File: config.mk
export PLATFORM = sky130hd
export DESIGN_NAME = two_level_round_robin_task_scheduler
export DESIGN_NICKNAME = d
export VERILOG_FILES = /design/src/hdl/trrs_pkg.sv /design/src/hdl/trrs_cell.sv /design/src/hdl/trrs_queue.sv /design/src/hdl/two_level_round_robin_task_scheduler.sv
export SDC_FILE = /design/constraint.sdc
export NUM_CORES = 2
export LEC_CHECK = 0
export CORE_ASPECT_RATIO = 0.8
export CORE_UTILIZATION = 61
export CTS_BUF_LIST = sky130_fd_sc_hd__clkbuf_8
export CTS_CLUSTER_DIAMETER = 200
export DETAILED_ROUTE_END_ITERATION = 16
export DONT_BUFFER_PORTS = 1
export PLACE_DENSITY = 0.88
export SLEW_MARGIN = 0
export SYNTH_ARGS = -nofsm -noshare
export SYNTH_HDL_FRONTEND = slang
export SYNTH_SLANG_ARGS = --single-unit
File: constraint.sdc
create_clock -name clock -period 14.4 [get_ports clock]
set_input_delay 1.44 -clock clock [delete_from_list [all_inputs] [get_ports clock]]
set_output_delay 1.44 -clock clock [all_outputs]
set_load 0.05 [all_outputs]
File: src/hdl/trrs_pkg.sv
// Shared types and constants for the two-level round-robin task scheduler.
`timescale 1ns / 1ps
package trrs_pkg;

   localparam int TASK_COUNT_DEF = 16;
   localparam logic [7:0] SLICE_RESET = 8'd10;

   // commands
   localparam logic [2:0] CMD_ADD   = 3'd0;
   localparam logic [2:0] CMD_WAKE  = 3'd1;
   localparam logic [2:0] CMD_TICK  = 3'd2;
   localparam logic [2:0] CMD_SCHED = 3'd3;
   localparam logic [2:0] CMD_SLEEP = 3'd4;
   localparam logic [2:0] CMD_BLOCK = 3'd5;
   localparam logic [2:0] CMD_EXIT  = 3'd6;

   // task states
   typedef logic [2:0] tstate_type;
   localparam tstate_type ST_FREE     = 3'd0;
   localparam tstate_type ST_READY    = 3'd1;
   localparam tstate_type ST_RUNNING  = 3'd2;
   localparam tstate_type ST_BLOCKED  = 3'd3;
   localparam tstate_type ST_SLEEPING = 3'd4;
   localparam tstate_type ST_DEAD     = 3'd5;

   typedef enum logic [2:0] {
      OP_NONE  = 3'd0,
      OP_ADD   = 3'd1,
      OP_READY = 3'd2,
      OP_STATE = 3'd3,
      OP_SLEEP = 3'd4,
      OP_EXIT  = 3'd5
   } cell_op_type;

   // broadcast from the controller to every cell
   typedef struct packed {
      cell_op_type op;
      logic [7:0]  id;
      logic [3:0]  prio;
      tstate_type  state;
      logic [31:0] wake;
   } cell_cmd_type;

   typedef struct packed {
      tstate_type state;
      logic [3:0] prio;
   } cell_stat_type;

endpackage

File: src/hdl/trrs_cell.sv
// One task cell: state, priority, wake time and sleep flags of one task.
`timescale 1ns / 1ps
module trrs_cell #(
   parameter int INDEX = 0
) (
   input  logic                  clock,
   input  logic                  reset,
   input  trrs_pkg::cell_cmd_type cmd,
   input  logic [31:0]           tick,
   input  logic                  tok_in,
   output logic                  tok_out,
   output trrs_pkg::cell_stat_type stat,
   output logic                  hit
);

   trrs_pkg::tstate_type state_ff, state_in;
   logic [3:0]  prio_ff, prio_in;
   logic [31:0] wake_ff, wake_in;
   logic        listed_ff, listed_in;
   logic        tmo_ff, tmo_in;
   logic        tok_ff;
   logic        sel;
   logic [31:0] diff;

   assign sel  = (cmd.id == 8'(INDEX));
   assign diff = tick - wake_ff;

   always_comb begin
      state_in  = state_ff;
      prio_in   = prio_ff;
      wake_in   = wake_ff;
      listed_in = listed_ff;
      tmo_in    = tmo_ff;
      hit       = 1'b0;
      if (tok_ff) begin
         // scan token: expired sleeper check
         if (listed_ff && !diff[31]) begin
            tmo_in    = 1'b1;
            listed_in = 1'b0;
            if (state_ff == trrs_pkg::ST_BLOCKED || state_ff == trrs_pkg::ST_SLEEPING) begin
               state_in = trrs_pkg::ST_READY;
               hit      = 1'b1;
            end
         end
      end else if (sel) begin
         unique case (cmd.op)
            trrs_pkg::OP_ADD: begin
               prio_in   = cmd.prio;
               listed_in = 1'b0;
               tmo_in    = 1'b0;
               state_in  = trrs_pkg::ST_READY;
            end
            trrs_pkg::OP_READY: begin
               listed_in = 1'b0;
               state_in  = trrs_pkg::ST_READY;
            end
            trrs_pkg::OP_STATE: state_in = cmd.state;
            trrs_pkg::OP_SLEEP: begin
               state_in  = trrs_pkg::ST_SLEEPING;
               wake_in   = cmd.wake;
               listed_in = 1'b1;
               tmo_in    = 1'b0;
            end
            trrs_pkg::OP_EXIT: begin
               state_in  = trrs_pkg::ST_DEAD;
               listed_in = 1'b0;
               tmo_in    = 1'b0;
            end
            default: ;
         endcase
      end
   end

   always_ff @(posedge clock) begin
      if (reset) begin
         state_ff  <= (INDEX == 0) ? trrs_pkg::ST_RUNNING : trrs_pkg::ST_FREE;
         prio_ff   <= '0;
         listed_ff <= 1'b0;
         tmo_ff    <= 1'b0;
         tok_ff    <= 1'b0;
      end else begin
         state_ff  <= state_in;
         prio_ff   <= prio_in;
         listed_ff <= listed_in;
         tmo_ff    <= tmo_in;
         tok_ff    <= tok_in;
      end
      wake_ff <= wake_in;
   end

   assign tok_out    = tok_ff;
   assign stat.state = state_ff;
   assign stat.prio  = prio_ff;

endmodule

File: src/hdl/trrs_queue.sv
// Circular FIFO run queue of task ids.
`timescale 1ns / 1ps
module trrs_queue #(
   parameter int DEPTH = trrs_pkg::TASK_COUNT_DEF,
   localparam int IW = $clog2(DEPTH),
   localparam int CW = $clog2(DEPTH + 1)
) (
   input  logic          clock,
   input  logic          reset,
   input  logic          push,
   input  logic [IW-1:0] push_data,
   input  logic          pop,
   output logic [IW-1:0] head_data,
   output logic          empty,
   output logic [CW-1:0] count
);

   logic [IW-1:0] slot_ff [DEPTH];
   logic [IW-1:0] head_ff;
   logic [CW-1:0] cnt_ff;
   logic [IW:0]   tail_sum, tail;
   logic          full, do_push, do_pop;

   assign full     = (cnt_ff == CW'(DEPTH));
   assign empty    = (cnt_ff == '0);
   assign do_push  = push && !full;
   assign do_pop   = pop && !empty;
   assign tail_sum = (IW+1)'(head_ff) + (IW+1)'(cnt_ff);
   assign tail     = (tail_sum >= (IW+1)'(DEPTH)) ? tail_sum - (IW+1)'(DEPTH) : tail_sum;

   always_ff @(posedge clock) begin
      if (reset) begin
         head_ff <= '0;
         cnt_ff  <= '0;
      end else begin
         if (do_pop) head_ff <= (head_ff == IW'(DEPTH - 1)) ? '0 : head_ff + 1'b1;
         cnt_ff <= cnt_ff + CW'(do_push) - CW'(do_pop);
      end
      if (do_push) slot_ff[tail[IW-1:0]] <= push_data;
   end

   assign head_data = slot_ff[head_ff];
   assign count     = cnt_ff;

endmodule

File: src/hdl/two_level_round_robin_task_scheduler.sv
// Top level: command sequencer, two run queues and the chain of task cells.
//
//  channel | dir | handshake              | payload
//  req     | in  | req_tvalid/req_tready  | req_tdata[31:0]
//  rsp     | out | rsp_tvalid/rsp_tready  | rsp_tdata[15:0]
//  csr     | in  | csr_valid/csr_ready    | csr_data[7:0] (quantum)
//
// Sequence: add, wake, ignored and refused commands go from execute to result;
// schedule and accepted sleep, block and exit pass a pick state in between; tick
// passes a scan state, where a token walks the cell chain, one task per cycle.
// Reset: synchronous; idle task running, queues empty, slice and quantum 10.
// Stalls: one result waits in the output register while the next command is
// taken; a command finishing while that register is full holds until it drains.
`timescale 1ns / 1ps
module two_level_round_robin_task_scheduler #(
   parameter int TASK_COUNT = trrs_pkg::TASK_COUNT_DEF
) (
   input  logic        clock,
   input  logic        reset,
   input  logic        req_tvalid,
   output logic        req_tready,
   // command[2:0], task_id[6:3], priority_req[10:7], duration[26:11], zero fill
   input  logic [31:0] req_tdata,
   output logic        rsp_tvalid,
   input  logic        rsp_tready,
   // current_task[3:0], switched[4], resched_pending[5], accepted[6],
   // woken_count[11:7], zero fill
   output logic [15:0] rsp_tdata,
   input  logic        csr_valid,
   output logic        csr_ready,
   input  logic [7:0]  csr_data
);

   localparam int IW = $clog2(TASK_COUNT);
   localparam int CW = $clog2(TASK_COUNT + 1);

   typedef enum logic [4:0] {
      S_IDLE = 5'b00001,
      S_EXEC = 5'b00010,
      S_SCAN = 5'b00100,
      S_PICK = 5'b01000,
      S_RESP = 5'b10000
   } fsm_type;

   fsm_type state_ff, state_in;

   // captured command
   logic [2:0]  cmd_ff;
   logic [3:0]  tid_ff;
   logic [3:0]  prq_ff;
   logic [15:0] dur_ff;

   logic [IW-1:0] run_ff, run_in;
   logic [7:0]    slice_ff, slice_in;
   logic [7:0]    quantum_ff;
   logic [31:0]   tick_ff, tick_in;
   logic          resched_ff, resched_in;
   logic          acc_ff, acc_in;
   logic          sw_ff, sw_in;
   logic [4:0]    woken_ff, woken_in;
   logic          rsp_valid_ff;
   logic [15:0]   rsp_data_ff;

   // cell chain
   trrs_pkg::cell_cmd_type  ccmd;
   trrs_pkg::cell_stat_type cstat [TASK_COUNT];
   logic [TASK_COUNT:0]     tok;
   logic                    tok_launch;
   logic [TASK_COUNT-1:0]   hits;
   logic [IW-1:0]           hit_id;

   // queues
   logic          hi_push, lo_push, hi_pop, lo_pop, hi_empty, lo_empty;
   logic [IW-1:0] hi_head, lo_head, push_id;
   logic [3:0]    push_prio;
   logic          push_en;
   logic [CW-1:0] hi_cnt, lo_cnt;

   logic          tid_ok;
   logic [IW-1:0] tidx;
   logic [3:0]    run_prio;
   logic [15:0]   dur_eff;
   logic [IW-1:0] next_id;
   logic          req_xfer, rsp_free;

   assign tid_ok   = (32'(tid_ff) < TASK_COUNT);
   assign tidx     = IW'(tid_ff);
   assign run_prio = cstat[run_ff].prio;
   assign dur_eff  = (dur_ff == '0) ? 16'd1 : dur_ff;
   assign req_tready = (state_ff == S_IDLE);
   assign req_xfer = req_tvalid && req_tready;
   assign rsp_free = !rsp_valid_ff || rsp_tready;
   assign csr_ready = 1'b1;
   assign tok[0]   = tok_launch;

   // push routing: nonzero priority goes high
   assign hi_push = push_en && (push_prio != '0);
   assign lo_push = push_en && (push_prio == '0);

   always_comb begin
      hit_id = '0;
      for (int i = 0; i < TASK_COUNT; i++) begin
         if (hits[i]) hit_id = IW'(i);
      end
   end

   always_comb begin
      state_in   = state_ff;
      run_in     = run_ff;
      slice_in   = slice_ff;
      tick_in    = tick_ff;
      resched_in = resched_ff;
      acc_in     = acc_ff;
      sw_in      = sw_ff;
      woken_in   = woken_ff;
      ccmd       = '{op: trrs_pkg::OP_NONE, id: '0, prio: '0, state: '0, wake: '0};
      push_en    = 1'b0;
      push_id    = '0;
      push_prio  = '0;
      hi_pop     = 1'b0;
      lo_pop     = 1'b0;
      next_id    = '0;
      tok_launch = 1'b0;
      unique case (state_ff)
         S_IDLE: begin
            if (req_xfer) begin
               acc_in   = 1'b1;
               sw_in    = 1'b0;
               woken_in = '0;
               state_in = S_EXEC;
            end
         end
         S_EXEC: begin
            state_in = S_RESP;
            unique case (cmd_ff)
               trrs_pkg::CMD_ADD: begin
                  if (tid_ff != '0 && tid_ok &&
                      (cstat[tidx].state == trrs_pkg::ST_FREE ||
                       cstat[tidx].state == trrs_pkg::ST_DEAD)) begin
                     ccmd.op   = trrs_pkg::OP_ADD;
                     ccmd.id   = 8'(tidx);
                     ccmd.prio = prq_ff;
                     push_en   = 1'b1;
                     push_id   = tidx;
                     push_prio = prq_ff;
                  end else begin
                     acc_in = 1'b0;
                  end
               end
               trrs_pkg::CMD_WAKE: begin
                  if (tid_ok && (cstat[tidx].state == trrs_pkg::ST_BLOCKED ||
                                 cstat[tidx].state == trrs_pkg::ST_SLEEPING)) begin
                     ccmd.op   = trrs_pkg::OP_READY;
                     ccmd.id   = 8'(tidx);
                     push_en   = 1'b1;
                     push_id   = tidx;
                     push_prio = cstat[tidx].prio;
                     if (cstat[tidx].prio > run_prio || run_ff == '0) resched_in = 1'b1;
                  end else begin
                     acc_in = 1'b0;
                  end
               end
               trrs_pkg::CMD_TICK: begin
                  tick_in = tick_ff + 32'd1;
                  if (run_ff == '0) begin
                     if (!hi_empty || !lo_empty) resched_in = 1'b1;
                  end else begin
                     slice_in = (slice_ff != '0) ? slice_ff - 8'd1 : slice_ff;
                     if (slice_in == '0) resched_in = 1'b1;
                  end
                  tok_launch = 1'b1;   // launch the scan token into cell 0
                  state_in   = S_SCAN;
               end
               trrs_pkg::CMD_SCHED: begin
                  // requeue the running task before the pick; the idle task is only marked ready
                  if (cstat[run_ff].state == trrs_pkg::ST_RUNNING) begin
                     ccmd.op    = trrs_pkg::OP_STATE;
                     ccmd.id    = 8'(run_ff);
                     ccmd.state = trrs_pkg::ST_READY;
                     if (run_ff != '0) begin
                        push_en   = 1'b1;
                        push_id   = run_ff;
                        push_prio = run_prio;
                     end
                  end
                  state_in = S_PICK;
               end
               trrs_pkg::CMD_SLEEP, trrs_pkg::CMD_BLOCK, trrs_pkg::CMD_EXIT: begin
                  if (run_ff == '0) begin
                     acc_in = 1'b0;
                  end else begin
                     ccmd.id = 8'(run_ff);
                     if (cmd_ff == trrs_pkg::CMD_SLEEP) begin
                        ccmd.op   = trrs_pkg::OP_SLEEP;
                        ccmd.wake = tick_ff + 32'(dur_eff);
                     end else if (cmd_ff == trrs_pkg::CMD_BLOCK) begin
                        ccmd.op    = trrs_pkg::OP_STATE;
                        ccmd.state = trrs_pkg::ST_BLOCKED;
                     end else begin
                        ccmd.op = trrs_pkg::OP_EXIT;
                     end
                     state_in = S_PICK;
                  end
               end
               default: acc_in = 1'b0;
            endcase
         end
         S_SCAN: begin
            // the cell holding the token reports an expired sleeper
            if (|hits) begin
               push_en   = 1'b1;
               push_id   = hit_id;
               push_prio = cstat[hit_id].prio;
               woken_in  = woken_ff + 5'd1;
               if (cstat[hit_id].prio > run_prio || run_ff == '0) resched_in = 1'b1;
            end
            if (tok[TASK_COUNT]) state_in = S_RESP;
         end
         S_PICK: begin
            priority if (!hi_empty) begin
               next_id = hi_head;
               hi_pop  = 1'b1;
            end else if (!lo_empty) begin
               next_id = lo_head;
               lo_pop  = 1'b1;
            end else begin
               next_id = '0;
            end
            ccmd.op    = trrs_pkg::OP_STATE;
            ccmd.id    = 8'(next_id);
            ccmd.state = trrs_pkg::ST_RUNNING;
            resched_in = 1'b0;
            slice_in   = quantum_ff;
            sw_in      = (next_id != run_ff);
            run_in     = next_id;
            state_in   = S_RESP;
         end
         S_RESP: begin
            if (rsp_free) state_in = S_IDLE;
         end
         default: state_in = S_IDLE;
      endcase
   end

   always_ff @(posedge clock) begin
      if (reset) begin
         state_ff     <= S_IDLE;
         run_ff       <= '0;
         slice_ff     <= trrs_pkg::SLICE_RESET;
         quantum_ff   <= trrs_pkg::SLICE_RESET;
         tick_ff      <= '0;
         resched_ff   <= 1'b0;
         acc_ff       <= 1'b0;
         sw_ff        <= 1'b0;
         woken_ff     <= '0;
         rsp_valid_ff <= 1'b0;
      end else begin
         state_ff   <= state_in;
         run_ff     <= run_in;
         slice_ff   <= slice_in;
         tick_ff    <= tick_in;
         resched_ff <= resched_in;
         acc_ff     <= acc_in;
         sw_ff      <= sw_in;
         woken_ff   <= woken_in;
         if (csr_valid) quantum_ff <= csr_data;
         if (state_ff == S_RESP && rsp_free) rsp_valid_ff <= 1'b1;
         else if (rsp_tready) rsp_valid_ff <= 1'b0;
      end
      if (req_xfer) begin
         cmd_ff <= req_tdata[2:0];
         tid_ff <= req_tdata[6:3];
         prq_ff <= req_tdata[10:7];
         dur_ff <= req_tdata[26:11];
      end
      if (state_ff == S_RESP && rsp_free)
         rsp_data_ff <= {4'b0, woken_ff, acc_ff, resched_ff, sw_ff, 4'(run_ff)};
   end

   assign rsp_tvalid = rsp_valid_ff;
   assign rsp_tdata  = rsp_data_ff;

   // the chain: scan token hops one cell per cycle
   for (genvar g = 0; g < TASK_COUNT; g++) begin : g_cell
      trrs_cell #(.INDEX(g)) u_cell (
         .clock   (clock),
         .reset   (reset),
         .cmd     (ccmd),
         .tick    (tick_ff),
         .tok_in  (tok[g]),
         .tok_out (tok[g+1]),
         .stat    (cstat[g]),
         .hit     (hits[g])
      );
   end

   trrs_queue #(.DEPTH(TASK_COUNT)) u_hi_queue (
      .clock     (clock),
      .reset     (reset),
      .push      (hi_push),
      .push_data (push_id),
      .pop       (hi_pop),
      .head_data (hi_head),
      .empty     (hi_empty),
      .count     (hi_cnt)
   );

   trrs_queue #(.DEPTH(TASK_COUNT)) u_lo_queue (
      .clock     (clock),
      .reset     (reset),
      .push      (lo_push),
      .push_data (push_id),
      .pop       (lo_pop),
      .head_data (lo_head),
      .empty     (lo_empty),
      .count     (lo_cnt)
   );

   // between commands the running task's cell says it runs
   a_run_state: assert property (@(posedge clock) disable iff (reset)
      (state_ff == S_IDLE) |-> (cstat[run_ff].state == trrs_pkg::ST_RUNNING))
      else $error("running task cell not in running state");

   // at most one cell holds the scan token
   a_tok_onehot: assert property (@(posedge clock) disable iff (reset)
      $onehot0(tok[TASK_COUNT:1]))
      else $error("scan token duplicated");

   // the two run queues together hold no more entries than there are tasks
   a_queue_total: assert property (@(posedge clock) disable iff (reset)
      ((CW+1)'(hi_cnt) + (CW+1)'(lo_cnt)) <= (CW+1)'(TASK_COUNT))
      else $error("run queues hold more entries than tasks");

   // a pick always leaves the reschedule flag clear
   a_pick_clears: assert property (@(posedge clock) disable iff (reset)
      (state_ff == S_PICK) |=> !resched_ff)
      else $error("reschedule flag survived a pick");

endmodule

* Word-level counts from Yosys, hierarchy flattened *
Memory sizes are Yosys's and may differ from the RTL's. A register that Yosys moved wholly into a read port is not among the register bits.
Cells that the tools add are included.

word-level totals
  bits in registers = 779
  logic and storage cells = 770
  RAM bits = 128
  output and inout bits = 19
  memories = 2

operators by class
  multiplexer cells = 280
  order comparisons = 7
  add/subtract/negate cells = 30
  equal/unequal tests = 120
  reductions and logical operators = 212
  bitwise logic cells = 20

memories
  memory              depth  width  rd ports  clocked after memory_dff  write ports  RTL line          RTL
  u_hi_queue.slot_ff  16     4      1         1                         1            trrs_queue.sv:18  logic [IW-1:0] slot_ff [DEPTH];
  u_lo_queue.slot_ff  16     4      1         1                         1            trrs_queue.sv:18

operator list
  kind                                                 number
  subtractor 32 bit                                    16
  two-way mux 3 bit                                    66
  two-way mux 4 bit                                    39
  AND reduction 3 bit                                  51
  two-way mux 1 bit                                    127
  two-way mux 32 bit                                   3
  binary-select mux 7 bit (select 4 bit)               3
  nonzero test 5 bit                                   16
  inequality test 2 bit, second input constant         37
  equality test 3 bit, second input constant           23
  equality test 3 x 2 -> 1 bit, second input constant  22
  equality test 8 x 4 -> 1 bit, second input constant  8
  AND reduction 4 bit                                  16
  nonzero test 3 bit                                   17
  one-hot mux 11 bit (4 select lines)                  1
  nonzero test 2 bit                                   21
  two-way mux 34 bit                                   1
  adder 32 x 1 -> 32 bit, second input constant        1
  adder 32 x 16 -> 32 bit                              1
  equality test 8 x 3 -> 1 bit, second input constant  4
  two-way mux 5 bit                                    6
  two-way mux 7 bit                                    4
  >= comparator 5 bit, second input constant           5
  logical AND 1 bit                                    25
  57 further kinds                                     156

* Depth between registers and ports, before layout *
  depth after elaboration = 31
  gate-level depth with buffers = 29
  depth with buffers taken out = 25

* Modules after synthesis *
A second synthesis with hierarchy kept.

unflattened totals
  cell total of the unflattened synthesis = 4709
  area total of the unflattened synthesis = 51599.5 um^2

by module, submodules not included
  module                                times used  cells each  area each (um^2)
  trrs_cell (g_cell[10].u_cell ...)     4           207         2258.4
  trrs_cell (g_cell[13].u_cell ...)     4           207         2255.9
  two_level_round_robin_task_scheduler  1           979         8742.1
  trrs_queue                            2           206         3333.2
  trrs_cell (g_cell[11].u_cell ...)     2           207         2282.2
  trrs_cell (g_cell[1].u_cell ...)      2           209         2263.4
  trrs_cell (g_cell[3].u_cell)          1           207         2288.4
  trrs_cell (g_cell[0].u_cell)          1           209         2262.2
  trrs_cell (g_cell[12].u_cell)         1           207         2253.4
  trrs_cell (g_cell[15].u_cell)         1           207         2238.4

* Least setup slack after synthesis *
No wires, ideal clock.

  path kind = flip-flop to flip-flop
  start = reg tid_ff[0]
  end = reg g_cell[3].u_cell.wake_ff[0] (enable)
  period minus slack after synthesis = 6665 ps
  data arrival time = 6160 ps
  path slack = 7735 ps
  setup time = 505 ps
  cell stages (with the launch flop) = 14
  path through = edfxtp_1 > buf_2 > mux4_2 > mux4_2 > xor2_1 > nor3_2 > inv_2 > nand2_2 > a22oi_1 > nand2_1 > a21oi_1 > or2_1 > clkbuf_1 > nor4_1

on the way
  cells in the longest elaborated chain, start to end = 12

ends and longest elaborated chain
  element                                                              RTL line                                                                                  RTL
  from (decl)                                                          two_level_round_robin_task_scheduler.sv:49                                                logic [3:0] tid_ff;
  from (signal assigned)                                               two_level_round_robin_task_scheduler.sv:272                                               tid_ff <= req_tdata[6:3];
  NOT 4 -> 5 bit (implied by the code)                                 n/a
  binary-select mux 7 bit (select 4 bit)                               n/a
  two-way mux 7 bit (2 in a row)                                       n/a
  equality test 3 bit or logical NOT 3 bit (tied branches)             two_level_round_robin_task_scheduler.sv:139, two_level_round_robin_task_scheduler.sv:138
  logical OR 1 bit                                                     two_level_round_robin_task_scheduler.sv:138                                               (cstat[tidx].state == trrs_pkg::ST_FREE ||
  logical AND 1 bit                                                    two_level_round_robin_task_scheduler.sv:137                                               if (tid_ff != '0 && tid_ok &&
  two-way mux 13 bit                                                   two_level_round_robin_task_scheduler.sv:137
  one-hot mux 11 bit (4 select lines) (*)                              two_level_round_robin_task_scheduler.sv:135                                               unique case (cmd_ff)
  one-hot mux 11 bit (2 select lines) (*)                              two_level_round_robin_task_scheduler.sv:124                                               unique case (state_ff)
  equality test 8 x 2 -> 1 bit or equality test 3 bit (tied branches)  n/a
  AND reduction 3 bit (no line) (*)                                    n/a
  to (signal assigned)                                                 trrs_cell.sv:88                                                                           wake_ff <= wake_in;
  to (decl)                                                            trrs_cell.sv:18                                                                           logic [31:0] wake_ff, wake_in;

Every way passes the cells marked *; elsewhere a longest branch is shown, timed or not. The select of a mux whose other input is x is not followed.
A chain may end at the register's enable or synchronous reset.

* Final worst setup path *
  start = reg tick_ff[14]
  end = reg u_hi_queue.cnt_ff[4], in the netlist u_hi_queue.count[4]

on the way
  cells in the longest elaborated chain, start to end = 31

ends and longest elaborated chain
  element                                               RTL line                                     RTL
  from (decl)                                           two_level_round_robin_task_scheduler.sv:56   logic [31:0] tick_ff, tick_in;
  from (signal assigned)                                two_level_round_robin_task_scheduler.sv:261  tick_ff <= tick_in;
  subtractor 32 bit                                     trrs_cell.sv:26                              assign diff = tick - wake_ff;
  logical NOT 1 bit                                     trrs_cell.sv:37                              if (listed_ff && !diff[31]) begin
  logical AND 1 bit                                     trrs_cell.sv:37
  two-way mux 1 bit                                     trrs_cell.sv:37
  two-way mux 1 bit                                     trrs_cell.sv:35                              if (tok_ff) begin
  two-way mux 1 bit                                     two_level_round_robin_task_scheduler.sv:103  if (hits[i]) hit_id = IW'(i);
  two-way mux 4 bit (14 in a row)                       two_level_round_robin_task_scheduler.sv:103
  NOT 4 -> 5 bit (implied by the code)                  two_level_round_robin_task_scheduler.sv:213  push_prio = cstat[hit_id].prio;
  binary-select mux 7 bit (select 4 bit)                two_level_round_robin_task_scheduler.sv:213
  two-way mux 4 bit (implied by the code) (2 in a row)  two_level_round_robin_task_scheduler.sv:213
  two-way mux 4 bit                                     two_level_round_robin_task_scheduler.sv:210  if (|hits) begin
  one-hot mux 4 bit (2 select lines)                    two_level_round_robin_task_scheduler.sv:124
  nonzero test 4 bit                                    two_level_round_robin_task_scheduler.sv:97   assign hi_push = push_en && (push_prio != '0);
  logical AND 1 bit (*)                                 two_level_round_robin_task_scheduler.sv:97
  logical AND 1 bit (*)                                 trrs_queue.sv:26                             assign do_push = push && !full;
  adder 5 x 1 -> 5 bit (*)                              trrs_queue.sv:37                             cnt_ff <= cnt_ff + CW'(do_push) - CW'(do_pop);
  subtractor 5 x 1 -> 5 bit (*)                         trrs_queue.sv:37
  to (signal assigned)                                  trrs_queue.sv:37
  to (decl)                                             trrs_queue.sv:20                             logic [CW-1:0] cnt_ff;

Marks and branches as above.

==> results.cfg <==
[placed_design]
gp_congestion = 0.9513
dp_slack_ns = 6.525
port_buffers = 0
placed_cells = 5380
dp_hpwl_um = 89080
placed_area_sq_um = 50980

[layout]
drive_gt1_share_pct = 9.976
fin_util_pct = 67.69
finalInstanceArea_sq_um = 53770
area_growth_syn_to_layout_pct = 8.942
layout_commonest_cell = edfxtp_1
nNetsFinal = 5071
finalNonFillerCells = 5647
n_fill_cell = 5345
final_cell_mix = 679 x edfxtp_1, 588 x inv_1, 528 x ha_1

[logic_synthesis]
synth_top_area_share_pct = 41.31
syn_area_sq_um = 49350
synth_edf_count = 679
dominantRegCellSynth = edfxtp_1
synth_top_area_cell = edfxtp_1
synthDistinctLibCells = 94
ys_warn_count = 0
avgSynthCellArea_sq_um = 11.30
ys_seq_elements = 915
synthCells = 4369
async_flop_share_pct = 0
synth_area_leaders = edfxtp_1 41%, ha_1 13%, dfxtp_1 9.6%
ys_seq_area_share_pct = 50.89

[clocking]
cts_tree = built
clk_pin_slew_ns = 0.06
cts.htree.levels = 4
cts_setup_buffers = 0
holdBufCountCts = 0
root_buffer = clkbuf_8
clockBufferDepth = 3
cts_sinks = 915
post_cts_resized = 0
cts_made_buffers = 145
clock_latency_ns = 0.83

[global_routing]
grt_first_pass_wirelength_um = 203400
track_usage_pct = 32.40
grt_pass1_vias = 36380
grt_remaining_overflow = 0
grt_max_degree = 229
antenna_found_initial = 2

[critical_path]
crit_path_max_fanout = 24
cp.arrival_ns = 9.17
startpoint_type = register
crit_type = register to register
required_ns = 15.13
cp-end-kind = register

[hold_path]
hp-class = register to register

[route]
firstDrtPassIters = 6
routed_wl_um = 133500
postRouteAntennaNets = 0
drt_iter0_markers = 4643
vias = 36450
vias_per_cell = 6.454
drc = 0
wl_per_cell_um = 23.65

[power_and_ir_drop]
power_density_nw_per_um2 = 93.46
power.leakage_nw = 22.25
p_sw_mw = 1.131
peakVddDrop_uv = 109.6
fin_total_pwr_mw = 5.025
comb_power_share_pct = 1.0
p_int_mw = 3.894
clockPowerShare_pct = 42.9
power_frac_seq_pct = 56.1
switching_share_pct = 22.51

[timing]
layout_min_cycle_time_ns = 8.443
setup-violations-final = 0
worst_pin_slew_ns = 1.246
hold_slack_ns = 0.4560
relSlewSlack_pct = 16.72
fmax_mhz = 118.4
slew_viol_final = 0
fin_ws_ns = 5.957
fin_skew_ns = 0.04161
finalHoldViolCount = 0
setup_tns_ns = 0
min_period_over_period_pct = 58.63
rsz0062_at_grt = no

[run_status]
status = complete, no violations

[floorplanning]
start_util_pct = 62.14
io_pins = 64
fp.dieW_um = 320.0
core_sq_um = 79430
die_area_sq_um = 82050
fp-row-count = 92
die_y_um = 256.4

[run]
maxCapViolCount = 0
[Yosys cell counts, drive strengths merged (48+ instances only)]
| master | instances |
|---|---|
| a211oi | 55 |
| mux4 | 84 |
| nor2 | 406 |
| a21o | 74 |
| nor4 | 48 |
| nand2 | 217 |
| inv | 535 |
| xnor2 | 60 |
| o21ai | 137 |
| nand4 | 69 |
| clkbuf | 113 |
| a21oi | 263 |
| and3 | 51 |
| nor3 | 81 |
| dfxtp | 236 |
| mux2i | 125 |
| nand3 | 64 |
| edfxtp | 679 |
| nor2b | 63 |
| ha | 528 |
[per-layer routing]
layer / share of wire [%] / track usage [%]
met5: 0 / 0
met4: 4.9 / 16.35
met3: 14 / 8.728
met2: 44 / 48.96
met1: 38 / 43.13
[area by class of cell]
class,count,area [sq um],share of cell area [%]
inverter,535,2008,3.735
timing repair buffer,84,630.6,1.173
multi-input combinational,2812,21930,40.79
sequential,915,25120,46.71
clock inverter,107,608.1,1.131
antenna,2,5.005,0.009309
tap,1034,1294,2.406
clock buffer,158,2175,4.045
[final timing paths]
| check | start | endpoint | slack (ns) | cells past startpoint |
|---|---|---|---|---|
| max | tick_ff[14] | u_hi_queue.count[4] | 5.96 | 25 |
| min | woken_ff[4] | rsp_tdata[11] | 0.46 | 0 |
| max reg2reg | tick_ff[14] | u_hi_queue.count[4] | 5.96 | 25 |
| min reg2reg | woken_ff[4] | rsp_tdata[11] | 0.46 | 0 |
[cells by family after synthesis]
family / synth area share, %
XOR/XNOR: 1.899
AO/OA/AOI/OAI: 9.753
other: 0.01522
flip-flops: 50.89
adder cells (fa/ha/maj): 13.59
AND/OR/NAND/NOR: 11.83
buffers and inverters: 5.294
multiplexers: 6.729
[critical path: stages (launching register included)]
cell	delay, ns
dfxtp_1	0.30
buf_4	0.25
ha_1	0.38
nand2_1	0.06
o21ai_0	0.58
a41oi_1	0.21
nor4b_1	0.81
a21o_1	0.35
mux2i_1	0.71
o211ai_1	0.36
nand3_2	0.32
and2_1	0.87
mux2_2	0.43
a2bb2oi_1	0.16
and4_1	0.25
nor4b_4	0.54
o21ai_2	0.31
and2_1	0.23
ha_1	0.19
inv_1	0.07
fa_1	0.20
inv_1	0.05
a21oi_1	0.13
nor2_1	0.07
or3_1	0.34
a21oi_1	0.16
[power groups by stage]
stage	clock [mW]	combinational, mW	sequential (mW)
after floorplan	0	0.0523	2.87
after global placement	0	0.0475	2.88
after detailed placement	0	0.0495	2.88
after CTS	2.16	0.0500	2.82
after global routing	2.26	0.0552	2.82
final	2.15	0.0513	2.82
[state kept, by name (all words and copies together) (netlist names), 8 cells and up, named ones only]
signal                   count
rsp_tdata                   12
g_cell.u_cell.state_ff      48
dur_ff                      16
g_cell.u_cell.wake_ff      512
u_lo_queue.slot_ff          64
tick_ff                     32
g_cell.u_cell.prio_ff       64
quantum_ff                   8
slice_ff                     8
u_hi_queue.slot_ff          64
g_cell.u_cell.tok_out       16
g_cell.u_cell.listed_ff     16
Note: power is estimated with default switching activity, not from simulation.
